<file path="src/btas_pkg.sv">
`timescale 1ns / 1ps

package btas_pkg;

  localparam int unsigned NumRegs   = 16;
  localparam int unsigned ListBits  = 16;
  localparam int unsigned ListW     = (NumRegs < ListBits) ? NumRegs : ListBits;
  localparam int unsigned CntW      = $clog2(ListW + 1);
  localparam int unsigned FifoDepth = 2;
  localparam int unsigned PtrW      = (FifoDepth > 1) ? $clog2(FifoDepth) : 1;
  localparam int unsigned FillW     = $clog2(FifoDepth + 1);
  localparam logic [31:0] WordBytes = 32'd4;

  typedef struct packed {
    logic [15:0] reg_list;
    logic [3:0]  base_reg;
    logic        is_load;
    logic        write_back;
    logic        go_up;
    logic        before_req;
    logic [31:0] base_value;
  } req_t;

  typedef struct packed {
    logic        transfer_valid;
    logic [3:0]  reg_num;
    logic [31:0] word_address;
    logic        load_dir;
    logic        base_update;
    logic [31:0] new_base;
    logic        last;
  } rsp_t;

  // classified request handed from front to back
  typedef struct packed {
    logic [ListW-1:0] list;
    logic             load;
    logic             wb;
    logic [31:0]      first_addr;
    logic [31:0]      final_base;
  } cmd_t;

endpackage

</file>
<file path="src/btas_front.sv">
`timescale 1ns / 1ps

module btas_front (
  input  logic               clk_i,
  input  logic               rst_ni,
  input  logic               push,
  output logic               full,
  input  btas_pkg::req_t     req_i,
  output logic               cmd_push_o,
  input  logic               cmd_full_i,
  output btas_pkg::cmd_t     cmd_o
);

  localparam int unsigned OffW = btas_pkg::CntW + 3;

  logic                         vld_q, vld_d;
  logic [btas_pkg::ListW-1:0]   list_q;
  logic                         load_q, wb_q, up_q, bef_q;
  logic [31:0]                  base_q;
  logic [btas_pkg::CntW-1:0]    cnt_q;
  logic                         accept;
  logic [OffW-1:0]              off4;
  logic signed [OffW-1:0]       delta;

  assign cmd_push_o = vld_q && !cmd_full_i;
  assign full       = vld_q && cmd_full_i;
  assign accept     = push && !full;

  always_comb begin
    vld_d = vld_q;
    if (accept) begin
      vld_d = 1'b1;
    end else if (cmd_push_o) begin
      vld_d = 1'b0;
    end
  end

  always_ff @(posedge clk_i or negedge rst_ni) begin
    if (!rst_ni) begin
      vld_q <= 1'b0;
    end else begin
      vld_q <= vld_d;
    end
  end

  always_ff @(posedge clk_i) begin
    if (accept) begin
      list_q <= req_i.reg_list[btas_pkg::ListW-1:0];
      load_q <= req_i.is_load;
      wb_q   <= req_i.write_back;
      up_q   <= req_i.go_up;
      bef_q  <= req_i.before_req;
      base_q <= req_i.base_value;
      cnt_q  <= btas_pkg::CntW'($countones(req_i.reg_list[btas_pkg::ListW-1:0]));
    end
  end

  // offset of the first word from the base
  always_comb begin
    off4 = {{(OffW - btas_pkg::CntW - 2){1'b0}}, cnt_q, 2'b00};
    if (up_q) begin
      delta = bef_q ? OffW'(4) : '0;
    end else begin
      delta = (bef_q ? '0 : OffW'(4)) - off4;
    end
  end

  always_comb begin
    cmd_o.list       = list_q;
    cmd_o.load       = load_q;
    cmd_o.wb         = wb_q;
    cmd_o.first_addr = base_q + 32'(delta);
    cmd_o.final_base = up_q ? base_q + 32'(off4) : base_q - 32'(off4);
  end

endmodule

</file>
<file path="src/btas_cmd_fifo.sv">
`timescale 1ns / 1ps

module btas_cmd_fifo (
  input  logic           clk_i,
  input  logic           rst_ni,
  input  logic           push_i,
  input  btas_pkg::cmd_t data_i,
  output logic           full_o,
  input  logic           pop_i,
  output logic           empty_o,
  output btas_pkg::cmd_t data_o
);

  btas_pkg::cmd_t                 mem_q [btas_pkg::FifoDepth];
  logic [btas_pkg::PtrW-1:0]      wr_q, wr_d, rd_q, rd_d;
  logic [btas_pkg::FillW-1:0]     fill_q, fill_d;

  function automatic logic [btas_pkg::PtrW-1:0] nxt(input logic [btas_pkg::PtrW-1:0] p);
    logic [btas_pkg::PtrW-1:0] r;
    if (p == btas_pkg::PtrW'(btas_pkg::FifoDepth - 1)) begin
      r = '0;
    end else begin
      r = p + 1'b1;
    end
    return r;
  endfunction

  assign full_o  = fill_q == btas_pkg::FillW'(btas_pkg::FifoDepth);
  assign empty_o = fill_q == '0;
  assign data_o  = mem_q[rd_q];

  always_comb begin
    wr_d   = push_i ? nxt(wr_q) : wr_q;
    rd_d   = pop_i ? nxt(rd_q) : rd_q;
    fill_d = fill_q;
    if (push_i && !pop_i) begin
      fill_d = fill_q + 1'b1;
    end else if (pop_i && !push_i) begin
      fill_d = fill_q - 1'b1;
    end
  end

  always_ff @(posedge clk_i or negedge rst_ni) begin
    if (!rst_ni) begin
      wr_q   <= '0;
      rd_q   <= '0;
      fill_q <= '0;
    end else begin
      wr_q   <= wr_d;
      rd_q   <= rd_d;
      fill_q <= fill_d;
    end
  end

  always_ff @(posedge clk_i) begin
    if (push_i) begin
      mem_q[wr_q] <= data_i;
    end
  end

`ifndef SYNTHESIS
  a_no_overflow: assert property (@(posedge clk_i) disable iff (!rst_ni)
    push_i |-> (!full_o || pop_i))
    else $error("command queue overflow");
  a_no_underflow: assert property (@(posedge clk_i) disable iff (!rst_ni)
    pop_i |-> !empty_o)
    else $error("command queue underflow");
`endif

endmodule

</file>
<file path="src/btas_back.sv">
`timescale 1ns / 1ps

module btas_back (
  input  logic           clk_i,
  input  logic           rst_ni,
  input  logic           cmd_valid_i,
  input  btas_pkg::cmd_t cmd_i,
  output logic           cmd_pop_o,
  output logic           empty,
  input  logic           pop,
  output btas_pkg::rsp_t rsp_o
);

  logic                       act_q, act_d;
  logic                       out_vld_q, out_vld_d;
  logic [btas_pkg::ListW-1:0] rem_q, lsb, rem_nxt;
  logic [31:0]                addr_q, fbase_q;
  logic                       load_q, wb_q;
  logic                       slot_free, emit, is_last, any;
  logic [3:0]                 idx;
  btas_pkg::rsp_t             out_q, res;

  assign slot_free = !out_vld_q || pop;
  assign emit      = act_q && slot_free;
  assign cmd_pop_o = !act_q && cmd_valid_i;
  assign empty     = !out_vld_q;
  assign rsp_o     = out_q;

  assign lsb     = rem_q & (~rem_q + 1'b1);
  assign rem_nxt = rem_q & ~lsb;
  assign any     = rem_q != '0;
  assign is_last = rem_nxt == '0;

  always_comb begin
    idx = '0;
    for (int i = 0; i < btas_pkg::ListW; i++) begin
      if (lsb[i]) begin
        idx = idx | 4'(i);
      end
    end
  end

  always_comb begin
    res.transfer_valid = any;
    res.reg_num        = idx;
    res.word_address   = any ? addr_q : '0;
    res.load_dir       = load_q;
    res.base_update    = is_last && wb_q;
    res.new_base       = is_last ? fbase_q : '0;
    res.last           = is_last;
  end

  always_comb begin
    act_d = act_q;
    if (cmd_pop_o) begin
      act_d = 1'b1;
    end else if (emit && is_last) begin
      act_d = 1'b0;
    end
    out_vld_d = out_vld_q;
    if (emit) begin
      out_vld_d = 1'b1;
    end else if (pop) begin
      out_vld_d = 1'b0;
    end
  end

  always_ff @(posedge clk_i or negedge rst_ni) begin
    if (!rst_ni) begin
      act_q     <= 1'b0;
      out_vld_q <= 1'b0;
    end else begin
      act_q     <= act_d;
      out_vld_q <= out_vld_d;
    end
  end

  always_ff @(posedge clk_i) begin
    if (cmd_pop_o) begin
      rem_q   <= cmd_i.list;
      addr_q  <= cmd_i.first_addr;
      fbase_q <= cmd_i.final_base;
      load_q  <= cmd_i.load;
      wb_q    <= cmd_i.wb;
    end else if (emit) begin
      rem_q  <= rem_nxt;
      addr_q <= addr_q + btas_pkg::WordBytes;
    end
    if (emit) begin
      out_q <= res;
    end
  end

`ifndef SYNTHESIS
  a_last_ends: assert property (@(posedge clk_i) disable iff (!rst_ni)
    (emit && is_last) |=> !act_q)
    else $error("sequencer still busy after last request");
  a_no_overrun: assert property (@(posedge clk_i) disable iff (!rst_ni)
    (out_vld_q && !pop) |-> !emit)
    else $error("result overwritten before taken");
`endif

endmodule

</file>
<file path="src/block_transfer_address_sequencer.sv">
`timescale 1ns / 1ps
// A request is registered in the front, written to the command queue, loaded into the
// back sequencer, and each result is registered on the result side. The back sequencer
// loads each command, then steps one register per cycle while the result slot is free.
// A two-entry command queue lets the front take the next request meanwhile.
// Reset: asynchronous, clears all valid flags and empties the queue; no clearing pass.

module block_transfer_address_sequencer (
  input  logic           clk_i,
  input  logic           rst_ni,
  input  logic           push,
  output logic           full,
  input  btas_pkg::req_t req_i,
  output logic           empty,
  input  logic           pop,
  output btas_pkg::rsp_t rsp_o
);

  logic           cmd_push, cmd_full, cmd_pop, cmd_empty;
  btas_pkg::cmd_t cmd_in, cmd_out;

  btas_front u_front (
    .clk_i      (clk_i),
    .rst_ni     (rst_ni),
    .push       (push),
    .full       (full),
    .req_i      (req_i),
    .cmd_push_o (cmd_push),
    .cmd_full_i (cmd_full),
    .cmd_o      (cmd_in)
  );

  btas_cmd_fifo u_fifo (
    .clk_i   (clk_i),
    .rst_ni  (rst_ni),
    .push_i  (cmd_push),
    .data_i  (cmd_in),
    .full_o  (cmd_full),
    .pop_i   (cmd_pop),
    .empty_o (cmd_empty),
    .data_o  (cmd_out)
  );

  btas_back u_back (
    .clk_i       (clk_i),
    .rst_ni      (rst_ni),
    .cmd_valid_i (!cmd_empty),
    .cmd_i       (cmd_out),
    .cmd_pop_o   (cmd_pop),
    .empty       (empty),
    .pop         (pop),
    .rsp_o       (rsp_o)
  );

endmodule

</file>
<file path="config.mk">
export PLATFORM = sky130hd
export DESIGN_NAME = block_transfer_address_sequencer
export DESIGN_NICKNAME = d
export VERILOG_FILES = /design/src/btas_pkg.sv /design/src/btas_front.sv /design/src/btas_cmd_fifo.sv /design/src/btas_back.sv /design/src/block_transfer_address_sequencer.sv
export SDC_FILE = /design/constraint.sdc
export NUM_CORES = 1
export LEC_CHECK = 0
export BUFFER_PORTS_ARGS = -buffer_cell sky130_fd_sc_hd__buf_2
export CORE_MARGIN = 1.5
export CORE_UTILIZATION = 25
export DETAILED_ROUTE_END_ITERATION = 12
export PLACE_DENSITY_LB_ADDON = 0.25
export SLEW_MARGIN = 15
export SYNTH_ARGS = -nofsm -noshare
export SYNTH_HDL_FRONTEND = slang
export SYNTH_HIERARCHICAL = 1
export SYNTH_SLANG_ARGS = --single-unit
</file>
<file path="constraint.sdc">
create_clock -name clk_i -period 8.4 [get_ports clk_i]
set_clock_uncertainty 0.1 [all_clocks]
set_input_delay 0.42 -clock clk_i [delete_from_list [all_inputs] [get_ports clk_i]]
set_output_delay 0.42 -clock clk_i [all_outputs]
set_load 0.005 [all_outputs]
</file>
-- Word-level counts from Yosys, hierarchy flattened
Memory sizes are Yosys's and may differ from the RTL's.
Index checks and enable logic that the tools add are counted.
- bits in registers: 218
- latch bits: 0
- RAM bits: 164
- ROM bits: 0
- input bits: 60
- memories: 1
- memory list (memory ; words ; width ; read ports ; clocked after memory_dff ; write ports ; line ; RTL):
    u_fifo.mem_q ; 2 ; 82 ; 1 ; 0 ; 1 ; btas_cmd_fifo.sv:14 ; btas_pkg::cmd_t mem_q [btas_pkg::FifoDepth];
- $add $sub $neg: 25
- multipliers: 0
- div/mod/pow operators: 0
- $lt $le $gt $ge: 0
- equality and inequality tests: 1
- shift-type cells: 0
- multiplexer cells: 31
- bitwise operators: 4
- reduce and logical (&&, ||, !) cells: 28
- operators with widths (cell ; count):
    $mux W32 ; 3
    $add A5 B5 Y5 ; 7
    $add A32 B3 Y32 const B ; 1
    $add A32 B32 Y32 ; 1
    $add A32 B7 Y32 ; 1
    $and A16 B16 Y16 ; 2
    $mux W16 ; 2
    $not A16 Y16 ; 2
    $sub A32 B7 Y32 ; 1
    $mux W3 ; 6
    $add A1 B1 Y2 ; 8
    $add A16 B1 Y16 const B ; 1
    $logic_not A16 Y1 ; 1
    $reduce_bool A16 Y1 ; 1
    $mux W1 ; 13
    $mux W2 ; 6
    $reduce_bool A2 Y1 ; 5
    $logic_and A1 B1 Y1 ; 9
    $mux W8 ; 1
    $reduce_or A8 Y1 ; 1
    $sub A8 B7 Y8 ; 1
    $logic_not A1 Y1 ; 7
    $reduce_or A4 Y1 ; 1
    $add A1 B1 Y1 const B ; 2
    6 further kinds ; 6

-- Longest topological paths before layout
- depth after elaboration: 14
- gate-level depth with buffers: 15
- gate-level depth less buffers: 15

-- Hierarchy
The synthesis kept the hierarchy.
- modules (own cells, without submodules) (module ; instances ; cells each ; area an instance (um2)):
    btas_back ; 1 ; 534 ; 6877.8
    btas_cmd_fifo ; 1 ; 271 ; 6453.7
    btas_front ; 1 ; 584 ; 5536.6
    block_transfer_address_sequencer ; 1 ; 1 ; 3.8

-- Least setup slack after synthesis
No wires, ideal clock.
- path type: reg2reg
- from: register u_fifo/fill_q[1] (netlist name)
- to: memory u_fifo/mem_q[0][0] (netlist name) (enable)
- data arrival time: 4.403 ns
- required time: 7.767 ns
- path slack: 3.364 ns
- cell stages (with the launch flop): 4
- path buffers: 0
- period minus slack after synthesis: 5.036 ns
- cells stage by stage: dfrtp_1 -> nor2b_1 -> nor2b_1 -> nor2b_1
- word-level cells in the longest chain between the ends: 5
- RTL lines (what ; line ; RTL):
    start: declaration ; btas_cmd_fifo.sv:16 ; logic [btas_pkg::FillW-1:0] fill_q, fill_d;
    start signal: assignment ; btas_cmd_fifo.sv:51 ; fill_q <= fill_d;
    $eq A2 B2 Y1 ; btas_cmd_fifo.sv:28 ; assign full_o = fill_q == btas_pkg::FillW'(btas_pkg::FifoDepth);
    named net cmd_full ; block_transfer_address_sequencer.sv:19 ; logic cmd_push, cmd_full, cmd_pop, cmd_empty;
    $logic_not A1 Y1 ; btas_front.sv:25 ; assign cmd_push_o = vld_q && !cmd_full_i;
    $logic_and A1 B1 Y1 ; btas_front.sv:25 ;
    named net cmd_push ; block_transfer_address_sequencer.sv:19 ;
    $mux W1 ; btas_cmd_fifo.sv:56 ; if (push_i) begin
    $mux W1 (implied by the code) ; btas_cmd_fifo.sv:57 ; mem_q[wr_q] <= data_i;
    end: declaration ; btas_cmd_fifo.sv:14 ;
The timed path passes the listed nets, and every way through them passes these cells.

==> impl_metrics.yaml <==
drt:
  drc: 0
  drtIter0Drc: 675
  vias: 11261
  via_per_inst: 4.380
  wl_um: 43690
  drtPass1Iterations: 5
  ant_nets: 0
  avgRoutedWirePerCell_um: 16.99
die:
  rows: 100
  core-area_mm2: 0.07457
  dieArea_mm2: 0.07715
  chipWidth_um: 277.8
  die_y_um: 277.8
  start_util_pct: 25.31
  ios: 134
critical_path:
  crit_arrival_ps: 4370
  crit_required_ps: 8610
  critPathLaunchType: "register"
  reg2reg_from: "u_front/cnt_q[0]$_DFFE_PP_"
  critical_path_class: "reg -> reg"
  critPathCaptureType: "register"
  cp_max_fo: 10
  crit_start: "u_front/cnt_q[0]$_DFFE_PP_"
synth:
  syn_inst: 1390
  synth-simple-area-share_pct: 10.49
  muxShareOfSynthArea_pct: 6.511
  synth.largest_area_cell: "edfxtp_1"
  synth_enable_flop_cells: 375
  synthAdderAreaFrac_pct: 5.901
  synthesis.area_mm2: 0.01887
  yosys.area_share.xor_xnor_pct: 4.177
  synth_top_family_by_area: "simple AND/OR/NAND/NOR gates"
  synth_cell_types: 70
  syn_nets: 1531
  synth_compound_area_share_pct: 8.526
  async_reset_ff_share_pct: 1.832
  ys_ff_latch: 382
  yosys-top-cells-area: "edfxtp_1 (60%), mux2_4 (5.6%), ha_1 (4.6%)"
  yosys_warnings: 6
  yosysSeqAreaShare_pct: 60.60
  yosys_most_used_dff: "edfxtp_1"
  syn_avg_cell_area_um2: 13.58
  yosys-top-cells-count: "edfxtp_1 (375), nand2_1 (87), inv_1 (75), mux2_4 (70), ha_1 (69)"
  yosysMostFrequentCell: "edfxtp_1"
  synth_top_area_share_pct: 59.67
timing:
  slew_headroom_pct: 26.92
  min_period_over_period_pct: 49.57
  fmax_mhz: 240.2
  final-max-slew-violation-count: 0
  tns_ps: 0
  rsz0062_at_grt: "no"
  setup_viol: 0
  final-hold-violation-count: 0
  tightest_slew_ps: 1096
  min_period_ps: 4164
job:
  cap_violations: 0
power:
  ir_worst_vdd_uv: 183.5
  pwr_density_cell_mw_per_mm2: 308.2
  p_leak_uw: 0.008352
  power.total_uw: 6877
clock_network:
  clkLatencyLatePin_ps: 570
  clockBufferDepth: 3
  path_clk_slew_ps: 60
  post-cts-setup-buffers: 0
  cts_buffers: 43
  tritoncts: "built"
  htreeDepth: 2
  cts_sinks: 382
  cts-root-buf: "clkbuf_16"
global_routing:
  antenna_found_initial: 0
  globalRouteOverflowTotal: 0
  grt_pass1_wl_um: 68040
  grt_pass1_vias: 11607
  grt_usage_pct: 11.31
  grt_max_degree: 96
place:
  place_hpwl_um: 30110
  port_buffers: 129
  routabilityCongestion: 0.8108
  dpl_cell_area_mm2: 0.02043
cells_and_area:
  drive_above_1_share_pct: 21.29
  finalNetCount: 1710
  diodes: 0
  final_area_mm2: 0.02232
  area_delta_synth_final_pct: 18.26
run_status:
  status: "complete, no violations"
hold_path:
  holdCritPathClass: "in -> async"
cells by family after synthesis:
kind of cell / Yosys count
AOI/OAI and AO/OA: 253
xor gates and xnor gates: 90
adders and majority gates: 82
buffers and inverters: 137
DFF: 382
muxes: 86
and+or+nand+nor: 360
metrics by stage:
step	cells	utilization [%]	hold WS [ps]	worst slack (ps)
finish	2571	29.93	184.4	4236
global route	2571	29.93	192.4	4027
CTS	2571	29.92	166.9	4187
detailed placement	2438	27.39	190.0	4205
global placement	2438	27.39	185.2	4207
floorplan	1390	-	24.41	3364
final cells by class:
type,instances,area (µm²)
clock inverter,24,198.9
fill,7548,52250
multi-input combinational,871,6763
tap,969,1212
timing repair buffer,195,1279
clock buffer,54,1137
sequential,382,11440
inverter,76,287.8
routing by layer:
metal | share of wire [%] | track usage [%]
met1 | 48 | 15.51
met4 | 2.0 | 3.209
met3 | 3.1 | 1.769
met2 | 47 | 18.42
met5 | 0 | 0
layout by cell type, fill, tap and decap left out, types with 53 or more instances in the layout:
cell,n
edfxtp_1,375
buf_2,129
nand2_1,86
inv_1,74
mux2_4,70
ha_1,69
a21oi_1,67
nor2_1,65
dlygate4sd3_1,55
o21ai_0,53
flip-flops by register name, summed over array words and instances (netlist names):
name / count
u_back/act_q: 1
u_back/addr_q: 32
u_back/fbase_q: 32
u_back/load_q: 1
u_back/out_vld_q: 1
u_back/rem_q: 16
u_back/rsp_o: 72
u_back/wb_q: 1
u_fifo/fill_q: 2
u_fifo/mem_q: 164
u_fifo/rd_q: 1
u_fifo/wr_q: 1
u_front/base_q: 32
u_front/bef_q: 1
u_front/cnt_q: 5
u_front/list_q: 16
u_front/load_q: 1
u_front/up_q: 1
u_front/vld_q: 1
u_front/wb_q: 1
worst max-delay path, cell delays in order (launching register included):
cell and delay, ps:
edfxtp_1 430, inv_1 100, ha_1 230, a21oi_1 670
ha_1 480, a21oi_1 190, nor2_1 70, or4_4 470
o22ai_2 230, or2_2 190, o21ai_2 90, or4_1 500
and3_1 170
where the power goes:
group / switching (µW) / total, µW / internal, µW / leakage (µW)
clock network: 771 / 1800 / 1030 / 0.000653
registers: 207 / 2990 / 2790 / 0.00365
logic: 1150 / 2080 / 933 / 0.00405
path summary, 6_finish.rpt:
kind | cells after the start | endpoint | slack (ps)
max | 12 | u_fifo/mem_q[1][31]$_DFFE_PP_ | 4240
min | 2 | u_fifo/rd_q$_DFFE_PN0P_ | 180
max reg2reg | 12 | u_fifo/mem_q[1][31]$_DFFE_PP_ | 4240
min reg2reg | 0 | u_fifo/mem_q[0][64]$_DFFE_PP_ | 330
max in group asynchronous | 2 | u_fifo/rd_q$_DFFE_PN0P_ | 7810
min in group clk_i | 0 | u_fifo/mem_q[0][64]$_DFFE_PP_ | 330
repair_timing:
| item | 4_1_cts | 5_1_grt |
|---|---|---|
| setup endpoints to repair | 0 | 0 |
| gates resized for setup | 0 | 0 |
| hold buffers | 55 | 0 |
| hold endpoints to repair | 61 | 0 |
Power figures use the tool's default switching activity.
